**config.mk**
```make
export PLATFORM = sky130hd
export DESIGN_NAME = cpu_alu_with_flags
export DESIGN_NICKNAME = d
export VERILOG_FILES = /design/src/sv/calu_pkg.sv /design/src/sv/calu_core.sv /design/src/sv/cpu_alu_with_flags.sv
export SDC_FILE = /design/constraint.sdc
export NUM_CORES = 1
export LEC_CHECK = 0
export BUFFER_PORTS_ARGS = -buffer_cell sky130_fd_sc_hd__buf_4
export CORE_AREA = 2 2 114 116
export CTS_CLUSTER_DIAMETER = 120
export DETAILED_ROUTE_END_ITERATION = 10
export DIE_AREA = 0 0 116 118
export PLACE_DENSITY = 0.84
export SETUP_SLACK_MARGIN = 0.1
export SYNTH_ARGS = -nofsm -noshare
export SYNTH_HDL_FRONTEND = slang
export SYNTH_SLANG_ARGS = --single-unit
```
**constraint.sdc**
```tcl
create_clock -name clock -period 5 [get_ports clock]
set_input_delay 0.5 -clock clock [delete_from_list [all_inputs] [get_ports clock]]
set_output_delay 0.5 -clock clock [all_outputs]
set_load 0.005 [all_outputs]
```
**src/sv/calu_pkg.sv**
```systemverilog
// Shared types and constants for the 8-bit ALU with flags.
// Holds the command codes, the flag bit positions and the item structs.
// No dependencies; imported by calu_core and cpu_alu_with_flags.
package calu_pkg;

   localparam int CMD_W  = 5;
   localparam int BYTE_W = 8;
   localparam int WORD_W = 16;
   localparam int FLAG_W = 4;

   // Flag bit positions
   localparam int FLAG_Z = 3;
   localparam int FLAG_N = 2;
   localparam int FLAG_H = 1;
   localparam int FLAG_C = 0;

   // Command codes
   localparam logic [CMD_W-1:0] CMD_ADD   = 5'd0;
   localparam logic [CMD_W-1:0] CMD_ADC   = 5'd1;
   localparam logic [CMD_W-1:0] CMD_SUB   = 5'd2;
   localparam logic [CMD_W-1:0] CMD_SBC   = 5'd3;
   localparam logic [CMD_W-1:0] CMD_AND   = 5'd4;
   localparam logic [CMD_W-1:0] CMD_XOR   = 5'd5;
   localparam logic [CMD_W-1:0] CMD_OR    = 5'd6;
   localparam logic [CMD_W-1:0] CMD_CP    = 5'd7;
   localparam logic [CMD_W-1:0] CMD_INC8  = 5'd8;
   localparam logic [CMD_W-1:0] CMD_DEC8  = 5'd9;
   localparam logic [CMD_W-1:0] CMD_RLCA  = 5'd10;
   localparam logic [CMD_W-1:0] CMD_RLA   = 5'd11;
   localparam logic [CMD_W-1:0] CMD_RRCA  = 5'd12;
   localparam logic [CMD_W-1:0] CMD_RRA   = 5'd13;
   localparam logic [CMD_W-1:0] CMD_DAA   = 5'd14;
   localparam logic [CMD_W-1:0] CMD_CPL   = 5'd15;
   localparam logic [CMD_W-1:0] CMD_CCF   = 5'd16;
   localparam logic [CMD_W-1:0] CMD_SCF   = 5'd17;
   localparam logic [CMD_W-1:0] CMD_ADD16 = 5'd18;
   localparam logic [CMD_W-1:0] CMD_ADDSP = 5'd19;
   localparam logic [CMD_W-1:0] CMD_INC16 = 5'd20;
   localparam logic [CMD_W-1:0] CMD_DEC16 = 5'd21;
   localparam logic [CMD_W-1:0] CMD_LDF   = 5'd22;

   // BCD correction constants and the LDF flag mask
   localparam logic [BYTE_W-1:0] DAA_LO_CORR = 8'h06;
   localparam logic [BYTE_W-1:0] DAA_HI_CORR = 8'h60;
   localparam logic [BYTE_W-1:0] DAA_HI_LIM  = 8'h99;
   localparam logic [BYTE_W-1:0] LDF_MASK    = 8'hF0;

   // One input item
   typedef struct packed {
      logic [CMD_W-1:0]  cmd;
      logic [BYTE_W-1:0] acc;
      logic [BYTE_W-1:0] operand;
      logic [WORD_W-1:0] wide_a;
      logic [WORD_W-1:0] wide_b;
   } alu_req_type;

   // One result item
   typedef struct packed {
      logic [WORD_W-1:0] result;
      logic [FLAG_W-1:0] flags;
   } alu_rsp_type;

endpackage

```
**src/sv/calu_core.sv**
```systemverilog
// Combinational datapath of the 8-bit ALU: result and new flags for one item.
// Depends on calu_pkg for command codes, flag positions and item structs.
module calu_core (
   input  calu_pkg::alu_req_type         op,
   input  logic [calu_pkg::FLAG_W-1:0]   flags_cur,
   output calu_pkg::alu_rsp_type         rsp
);
   import calu_pkg::*;

   logic              zf, nf, hf, cf;
   logic              cin_adc, cin_sbc;
   logic [BYTE_W:0]   sum9, diff9;
   logic [4:0]        sum_lo, diff_lo;
   logic [BYTE_W-1:0] inc8, dec8;
   logic [BYTE_W-1:0] daa_corr, daa_res;
   logic              daa_cout;
   logic [WORD_W:0]   sum17;
   logic [12:0]       sum13;
   logic [WORD_W-1:0] sp_sum;
   logic [4:0]        sp_lo;
   logic [BYTE_W:0]   sp_byte;

   assign zf = flags_cur[FLAG_Z];
   assign nf = flags_cur[FLAG_N];
   assign hf = flags_cur[FLAG_H];
   assign cf = flags_cur[FLAG_C];

   // Carry in only for the with-carry forms
   assign cin_adc = (op.cmd == CMD_ADC) ? cf : 1'b0;
   assign cin_sbc = (op.cmd == CMD_SBC) ? cf : 1'b0;

   // 8-bit add and subtract with nibble carries; bit 8 / bit 4 is carry or borrow
   assign sum9    = {1'b0, op.acc} + {1'b0, op.operand} + {8'd0, cin_adc};
   assign sum_lo  = {1'b0, op.acc[3:0]} + {1'b0, op.operand[3:0]} + {4'd0, cin_adc};
   assign diff9   = {1'b0, op.acc} - {1'b0, op.operand} - {8'd0, cin_sbc};
   assign diff_lo = {1'b0, op.acc[3:0]} - {1'b0, op.operand[3:0]} - {4'd0, cin_sbc};

   assign inc8 = op.acc + 8'd1;
   assign dec8 = op.acc - 8'd1;

   // Decimal adjust
   always_comb begin
      daa_corr = '0;
      daa_cout = cf;
      if (hf || (!nf && (op.acc[3:0] > 4'd9))) begin
         daa_corr = daa_corr | DAA_LO_CORR;
      end
      if (cf || (!nf && (op.acc > DAA_HI_LIM))) begin
         daa_corr = daa_corr | DAA_HI_CORR;
         daa_cout = 1'b1;
      end
   end
   assign daa_res = nf ? (op.acc - daa_corr) : (op.acc + daa_corr);

   // 16-bit add: H out of bit 11, C out of bit 15
   assign sum17 = {1'b0, op.wide_a} + {1'b0, op.wide_b};
   assign sum13 = {1'b0, op.wide_a[11:0]} + {1'b0, op.wide_b[11:0]};

   // Stack pointer plus signed offset; flags from the unsigned low byte add
   assign sp_sum  = op.wide_a + {{(WORD_W-BYTE_W){op.operand[BYTE_W-1]}}, op.operand};
   assign sp_lo   = {1'b0, op.wide_a[3:0]} + {1'b0, op.operand[3:0]};
   assign sp_byte = {1'b0, op.wide_a[7:0]} + {1'b0, op.operand};

   // Result and flag select
   always_comb begin
      rsp.result = '0;
      rsp.flags  = flags_cur;
      unique case (op.cmd)
         CMD_ADD, CMD_ADC: begin
            rsp.result = {8'd0, sum9[BYTE_W-1:0]};
            rsp.flags  = {(sum9[BYTE_W-1:0] == 8'd0), 1'b0, sum_lo[4], sum9[BYTE_W]};
         end
         CMD_SUB, CMD_SBC, CMD_CP: begin
            rsp.result = (op.cmd == CMD_CP) ? {8'd0, op.acc} : {8'd0, diff9[BYTE_W-1:0]};
            rsp.flags  = {(diff9[BYTE_W-1:0] == 8'd0), 1'b1, diff_lo[4], diff9[BYTE_W]};
         end
         CMD_AND: begin
            rsp.result = {8'd0, op.acc & op.operand};
            rsp.flags  = {((op.acc & op.operand) == 8'd0), 1'b0, 1'b1, 1'b0};
         end
         CMD_XOR: begin
            rsp.result = {8'd0, op.acc ^ op.operand};
            rsp.flags  = {((op.acc ^ op.operand) == 8'd0), 3'b000};
         end
         CMD_OR: begin
            rsp.result = {8'd0, op.acc | op.operand};
            rsp.flags  = {((op.acc | op.operand) == 8'd0), 3'b000};
         end
         CMD_INC8: begin
            rsp.result = {8'd0, inc8};
            rsp.flags  = {(inc8 == 8'd0), 1'b0, (op.acc[3:0] == 4'hF), cf};
         end
         CMD_DEC8: begin
            rsp.result = {8'd0, dec8};
            rsp.flags  = {(dec8 == 8'd0), 1'b1, (op.acc[3:0] == 4'h0), cf};
         end
         CMD_RLCA: begin
            rsp.result = {8'd0, op.acc[6:0], op.acc[7]};
            rsp.flags  = {3'b000, op.acc[7]};
         end
         CMD_RLA: begin
            rsp.result = {8'd0, op.acc[6:0], cf};
            rsp.flags  = {3'b000, op.acc[7]};
         end
         CMD_RRCA: begin
            rsp.result = {8'd0, op.acc[0], op.acc[7:1]};
            rsp.flags  = {3'b000, op.acc[0]};
         end
         CMD_RRA: begin
            rsp.result = {8'd0, cf, op.acc[7:1]};
            rsp.flags  = {3'b000, op.acc[0]};
         end
         CMD_DAA: begin
            rsp.result = {8'd0, daa_res};
            rsp.flags  = {(daa_res == 8'd0), nf, 1'b0, daa_cout};
         end
         CMD_CPL: begin
            rsp.result = {8'd0, ~op.acc};
            rsp.flags  = {zf, 1'b1, 1'b1, cf};
         end
         CMD_CCF: begin
            rsp.result = {8'd0, op.acc};
            rsp.flags  = {zf, 1'b0, 1'b0, ~cf};
         end
         CMD_SCF: begin
            rsp.result = {8'd0, op.acc};
            rsp.flags  = {zf, 1'b0, 1'b0, 1'b1};
         end
         CMD_ADD16: begin
            rsp.result = sum17[WORD_W-1:0];
            rsp.flags  = {zf, 1'b0, sum13[12], sum17[WORD_W]};
         end
         CMD_ADDSP: begin
            rsp.result = sp_sum;
            rsp.flags  = {1'b0, 1'b0, sp_lo[4], sp_byte[BYTE_W]};
         end
         CMD_INC16: begin
            rsp.result = op.wide_a + 16'd1;
         end
         CMD_DEC16: begin
            rsp.result = op.wide_a - 16'd1;
         end
         CMD_LDF: begin
            rsp.result = {8'd0, op.operand & LDF_MASK};
            rsp.flags  = op.operand[7:4];
         end
         default: begin
            // unused codes: zero result, flags kept
            rsp.result = '0;
            rsp.flags  = flags_cur;
         end
      endcase
   end

endmodule

```
**src/sv/cpu_alu_with_flags.sv**
```systemverilog
// 8-bit ALU with Z/N/H/C flag register: top level with input and result registers.
// Depends on calu_pkg and calu_core.
//
// Usage: an item on the req_ channel carries a command code and its operands
// (req_acc, req_operand, req_wide_a, req_wide_b). Exactly one item comes back
// on the rsp_ channel for each one taken: rsp_result and rsp_flags_out.
// Both channels use valid/ready; an item moves when both are high.
// Path: an accepted item goes into the input register, then through the
// single-level ALU into the result register, which drives rsp_valid.
// Throughput: one item per cycle while rsp_ready stays high, set by the flag
// register loop, which feeds each item's flags into the next through the ALU.
// Stall: while the result waits, one more item is still taken into the
// input register; after that req_ready drops until rsp_ready returns.
// Reset: synchronous, active high; empties both registers and clears the
// flag register to zero.
module cpu_alu_with_flags (
   input  logic                            clock,
   input  logic                            reset,
   input  logic                            req_valid,
   output logic                            req_ready,
   input  logic [calu_pkg::CMD_W-1:0]      req_cmd,
   input  logic [calu_pkg::BYTE_W-1:0]     req_acc,
   input  logic [calu_pkg::BYTE_W-1:0]     req_operand,
   input  logic [calu_pkg::WORD_W-1:0]     req_wide_a,
   input  logic [calu_pkg::WORD_W-1:0]     req_wide_b,
   output logic                            rsp_valid,
   input  logic                            rsp_ready,
   output logic [calu_pkg::WORD_W-1:0]     rsp_result,
   output logic [calu_pkg::FLAG_W-1:0]     rsp_flags_out
);
   import calu_pkg::*;

   alu_req_type       in_ff, in_in;
   logic              in_vld_ff, in_vld_in;
   alu_rsp_type       out_ff, out_in;
   logic              out_vld_ff, out_vld_in;
   logic [FLAG_W-1:0] flag_ff, flag_in;
   alu_rsp_type       alu_rsp;
   logic              advance;
   logic              req_take;

   // ALU datapath
   calu_core u_core (
      .op        (in_ff),
      .flags_cur (flag_ff),
      .rsp       (alu_rsp)
   );

   // Handshake: item moves to the result register when that slot frees
   assign advance   = in_vld_ff && (!out_vld_ff || rsp_ready);
   assign req_ready = !in_vld_ff || advance;
   assign req_take  = req_valid && req_ready;

   // Next-state logic
   always_comb begin
      in_in      = in_ff;
      in_vld_in  = in_vld_ff;
      out_in     = out_ff;
      out_vld_in = out_vld_ff;
      flag_in    = flag_ff;
      if (out_vld_ff && rsp_ready) begin
         out_vld_in = 1'b0;
      end
      if (advance) begin
         out_in     = alu_rsp;
         out_vld_in = 1'b1;
         flag_in    = alu_rsp.flags;
         in_vld_in  = 1'b0;
      end
      if (req_take) begin
         in_in.cmd     = req_cmd;
         in_in.acc     = req_acc;
         in_in.operand = req_operand;
         in_in.wide_a  = req_wide_a;
         in_in.wide_b  = req_wide_b;
         in_vld_in     = 1'b1;
      end
   end

   // Control registers
   always_ff @(posedge clock) begin
      if (reset) begin
         in_vld_ff  <= 1'b0;
         out_vld_ff <= 1'b0;
         flag_ff    <= '0;
      end else begin
         in_vld_ff  <= in_vld_in;
         out_vld_ff <= out_vld_in;
         flag_ff    <= flag_in;
      end
   end

   // Payload registers
   always_ff @(posedge clock) begin
      in_ff  <= in_in;
      out_ff <= out_in;
   end

   assign rsp_valid     = out_vld_ff;
   assign rsp_result    = out_ff.result;
   assign rsp_flags_out = out_ff.flags;

   // Flag register always follows the last result produced
   assert property (@(posedge clock) disable iff (reset)
      advance |=> (flag_ff == out_ff.flags))
      else $error("flag register out of step with result");

   // A held input item is not dropped
   assert property (@(posedge clock) disable iff (reset)
      (in_vld_ff && !advance) |=> in_vld_ff)
      else $error("pending item lost");

   // Input only blocks when both stages are full and the result is stalled
   assert property (@(posedge clock) disable iff (reset)
      !req_ready |-> (in_vld_ff && out_vld_ff && !rsp_ready))
      else $error("req_ready low without backpressure");

   // Flags only change when an item passes through the ALU
   assert property (@(posedge clock) disable iff (reset)
      !advance |=> $stable(flag_ff))
      else $error("flags changed without an item");

endmodule
```
## Yosys cells after proc, flatten, opt, wreduce, memory -nomap -nowiden

Cells that the tools add are included.

| storage, ports and cells | value |
|---|---|
| output and inout port bits | 22 |
| input bits | 57 |
| word-level logic and storage cells | 101 |
| register bits | 79 |

| operators by class | value |
|---|---|
| mux-type cells | 13 |
| add/sub/neg operators | 19 |
| $lt $le $gt $ge | 2 |
| reductions and logical operators | 29 |
| eq/ne operators | 23 |
| bitwise logic cells | 5 |

Operator list:

| operator | number |
|---|---|
| $pmux 16 s19 | 1 |
| $logic_not 8->1 | 8 |
| $pmux 4 s16 | 1 |
| $eq 5x4->1 const B | 8 |
| $eq 5x5->1 const B | 7 |
| $eq 5x3->1 const B | 4 |
| $add 8x8->9 | 2 |
| $add 16x16->17 | 1 |
| $add 16x1->16 const B | 1 |
| $add 16x16->16 | 1 |
| $mux 8 | 2 |
| $sub 16x1->16 const B | 1 |
| $add 12x12->13 | 1 |
| $add 4x4->5 | 2 |
| $eq 5x2->1 const B | 2 |
| $add 9x1->9 | 1 |
| $sub 8x8->9 | 1 |
| $sub 9x1->9 | 1 |
| $add 8x1->8 const B | 1 |
| $add 8x8->8 | 1 |
| $and 8x8->8 | 1 |
| $gt 8x8->1 const B | 1 |
| $not 8->8 | 1 |
| $or 8x8->8 | 1 |
| other kinds (21) | 40 |

## Longest topological paths before layout

| depth | value |
|---|---|
| word-level depth | 9 |
| mapped depth | 19 |
| depth with buffers taken out | 18 |

## Cells and area by module

From an unflattened synthesis, not the netlist that was laid out.

| second synthesis, totals | value |
|---|---|
| cells, all modules | 802 |
| area, all modules | 7277.0 um2 |

By module, submodules not included:

| module | instances | cells each | sequential area each (um2) | area each (um2) |
|---|---|---|---|---|
| calu_core | 1 | 701 | 0.0 | 4812.1 |
| cpu_alu_with_flags | 1 | 101 | 2312.2 | 2464.9 |

## Worst setup path after synthesis

Ideal clock, no wire load.

| timing | value |
|---|---|
| path kind | register -> register |
| from | reg in_ff[40] in the netlist's numbering |
| to | reg out_ff (netlist bit rsp_flags_out[3]) (data pin) |
| required time | 4.735 ns |
| period minus slack after synthesis | 3.792 ns |
| buffers on the path | 1 |
| data arrival time | 3.527 ns |
| cell stages (with the launch flop) | 17 |
| slack | 1.208 ns |
| setup time | 0.265 ns |
| cell sequence | edfxtp_1 > clkbuf_1 > inv_1 > ha_1 > nor2_1 > o21ai_0 > o21ai_0 > a31oi_1 > ha_1 > mux2i_1 > ha_1 > inv_1 > or4_1 > o2111ai_1 > and4bb_1 > a311oi_2 > nand2_1 |

RTL lines:

| element | RTL line | RTL |
|---|---|---|
| from (decl) | cpu_alu_with_flags.sv:33 | `alu_req_type in_ff, in_in;` |
| from (signal assigned) | cpu_alu_with_flags.sv:95 | `in_ff <= in_in;` |
| to (signal assigned) | cpu_alu_with_flags.sv:96 | `out_ff <= out_in;` |
| to (decl) | cpu_alu_with_flags.sv:35 | `alu_rsp_type out_ff, out_in;` |

==> impl_results.md <==
- Die height: 118 um
- Final core occ: 0.6824
- Nets: 1024
- Simple-gate share of the synthesized area: 0.1899
- Synth Area in Compound Gates: 0.2335
- Mapped Cells: 805
- WP data arrival: 4.34 ns
- WL per Instance: 23.28 um
- CTS Root Cell: clkbuf_16
- Largest net degree at the start of global routing: 51
- Top_reg_cell synth: edfxtp_1
- FFs w/ async S/R, synth: 0
- Row count: 41
- Initial core utilization: 0.5970
- Placed Cells incl. Taps: 1038
- Rel. slew slack: 0.5110
- RSZ-0062 raised after global routing: false
- Clock-pin slew on the worst setup and hold paths: 0.07 ns
- Post-synthesis cell area: 7411 um^2
- Die area: 13690 um^2
- Post-Route Setup TNS: 0 ns
- R2r startpoint: in_ff[50]
- TritonCTS Buffers: 9
- Crit path cell chain: nand4bb_1, nor2_1, buf_4, a31oi_1, ha_1, o31ai_1, a211oi_1, or2_0, o2111ai_1, a31oi_1, or4_1
- Post-Route WL: 24540 um
- Critical Path Source: in_ff[50]
- Syn Nets: 952
- Crit path largest cell delay: 0.82 ns
- I/O Pins: 79
- Seq/Total Area, Yosys: 0.3120
- Slew Limit Fails: 0
- Slew @ Worst Pin: 0.7335 ns
- Yosys warns: 0
- Initial antenna violation count: 0
- Clock Latency Late Sink: 0.36 ns
- Final period util: 0.8488
- H-tree levels: 3
- R2R cell count: 11
- # Post-CTS Setup Buffers: 0
- WP data required: 5.09 ns
- First-pass iteration count of the detailed router: 6
- First-pass GRT wire length: 38350 um
- Vias in the first global route: 7060
- Power Total: 2.212 mW
- Max Freq: 235.6 MHz
- Post-DRT Antenna Nets: 0
- Routed vias/inst: 6.781
- Mux share of post-synthesis cell area: 0.01232
- Design area: 8472 um^2
- HP Class: in2reg
- P per Cell Area: 261.1 nW/um^2
- XOR/XNOR Fraction of Synth Area: 0.05200
- Area of the multi-input gates: 4802 um^2
- P&R area growth vs syn: 14.32%
- Hold path cells: 1
- Largest buffer count on any clock path: 2
- Fillers: 1016
- CP dominant cell by count: a31oi_1
- Overflow after GRT: 0
- Mean post-synth cell area: 9.206 um^2
- Vias: 7147
- Worst Hold Path EP: in_ff[19]
- Placed Area: 8182 um^2
- Main combinational cell family by area after synthesis: compound AO/OA/AOI/OAI gates
- Die W: 116 um
- Largest fanout on the critical path: 23
- Slowest stage cell, crit path: edfxtp_1
- CTS tree: built
- Final hold vios: 0
- Crit path kind: reg2reg
- Number of flops mapped to enable cells by yosys: 73
- Post-Layout Cell Count: 1054
- Worst Setup Start Kind: flop
- Static leakage: 3.389 nW
- Commonest non-fill, non-tap cell in the layout: buf_4
- Post-CTS Resized: 0
- R2R Setup Slk: 0.76 ns
- Core area: 12410 um^2
- Initial DRC count: 967
- Worst ir drop on vdd: 245.1 uV
- Hold buffer count at cts: 0
- Crit end category: flop
- Max-Cap Viols: 0
- Layout cell share with drive strength beyond 1: 0.1542
- Hold Startpoint: req_wide_a[3]
- Reg area: 2312 um^2
- Reg-to-Reg End: rsp_result[15]
- # diodes: 0
- Crit path time final: 4.244 ns
- Placer Congestion: 1.109
- Cell variety after synth: 87
- I/O Buffers: 78
- Synthesized-area fraction occupied by adder cells: 0.1580
- Clock sink total: 79
- Clock skew: 0.01601 ns
- Setup Viol. Count Final: 0
- HPWL Detailed: 18400 um
- Tot GR Track Use: 0.3719
- Most frequent cells in the layout: 95 x buf_4, 84 x ha_1, 73 x edfxtp_1
- Status: finished, final reports clean
- Drt drc: 0
- Flop and latch count out of synthesis: 79
logic make-up after synthesis:
| group | Yosys count |
|---|---|
| simple gates | 262 |
| compound gates | 250 |
| fa+ha+maj | 90 |
| flops | 79 |
| buf+inv | 71 |
| xor+xnor | 44 |
| mux | 9 |
power by group:
group | total [mW] | internal [mW] | switching, mW
registers | 0.818 | 0.772 | 0.0462
logic | 0.725 | 0.300 | 0.425
clock network | 0.669 | 0.385 | 0.284
total | 2.21 | 1.46 | 0.755
worst max-delay path, delay by kind of cell, from the launching register on:
kind	cells	cell delay, ns
compound gates	5	1.07
simple gates	4	1.58
fa+ha+maj	1	0.28
flops	1	0.82
buf+inv	1	0.22
state kept, by name, indices dropped and copies added (netlist names):
signal / count
in_ff: 53
flag_ff: 4
rsp_result: 16
rsp_valid: 1
in_vld_ff: 1
rsp_flags_out: 4
layer usage:
metal	up-vias	wire length (um)	global-route usage
met5	-	0	0
met3	117	2688	0.1014
met2	437	10810	0.5625
li1	3251	-	-
met4	0	1468	0.1920
met1	3342	9572	0.4843
how the worst max path moves through the flow:
stage / end / slack, ns / cells after the start
6_report: rsp_result[15] / 0.76 / 11
5_1_grt: rsp_result[15] / 0.38 / 11
4_1_cts: rsp_result[15] / 0.86 / 11
3_5_place_dp: rsp_result[15] / 0.89 / 11
3_3_place_gp: rsp_result[15] / 0.99 / 11
2_1_floorplan: rsp_flags_out[3] / 1.21 / 16
through the flow:
| stage | hold slack, ns | setup slack, ns |
|---|---|---|
| after floorplan | 0.4778 | 1.208 |
| after global placement | 0.4994 | 0.9927 |
| after detailed placement | 0.4995 | 0.8884 |
| after CTS | 0.3099 | 0.8587 |
| after global routing | 0.3112 | 0.3809 |
| final | 0.3117 | 0.7562 |
Yosys cell counts (all sizes together) (9+ instances only):
library cell / count / area share
nor4: 11 / 0.011
o21a: 18 / 0.018
nand3: 18 / 0.012
a211oi: 17 / 0.018
nor2b: 9 / 0.0086
o21ai: 45 / 0.031
xnor2: 27 / 0.032
nand4: 11 / 0.0093
o22ai: 9 / 0.0076
xor2: 17 / 0.020
clkbuf: 11 / 0.0056
nand2: 50 / 0.025
a21o: 13 / 0.014
nor3: 32 / 0.024
a31oi: 15 / 0.013
a221oi: 9 / 0.011
a21oi: 55 / 0.037
ha: 84 / 0.14
edfxtp: 73 / 0.30
nor2: 71 / 0.037
buf: 23 / 0.018
inv: 36 / 0.018
final cells by class:
type	count	share of cell area
Multi-Input combinational cell	655	0.5668
Sequential cell	79	0.2729
Timing Repair Buffer	95	0.08418
Clock buffer	10	0.02703
Tap cell	172	0.02540
Inverter	37	0.01639
Clock inverter	6	0.007237
Note: power is estimated with default switching activity, not from simulation.
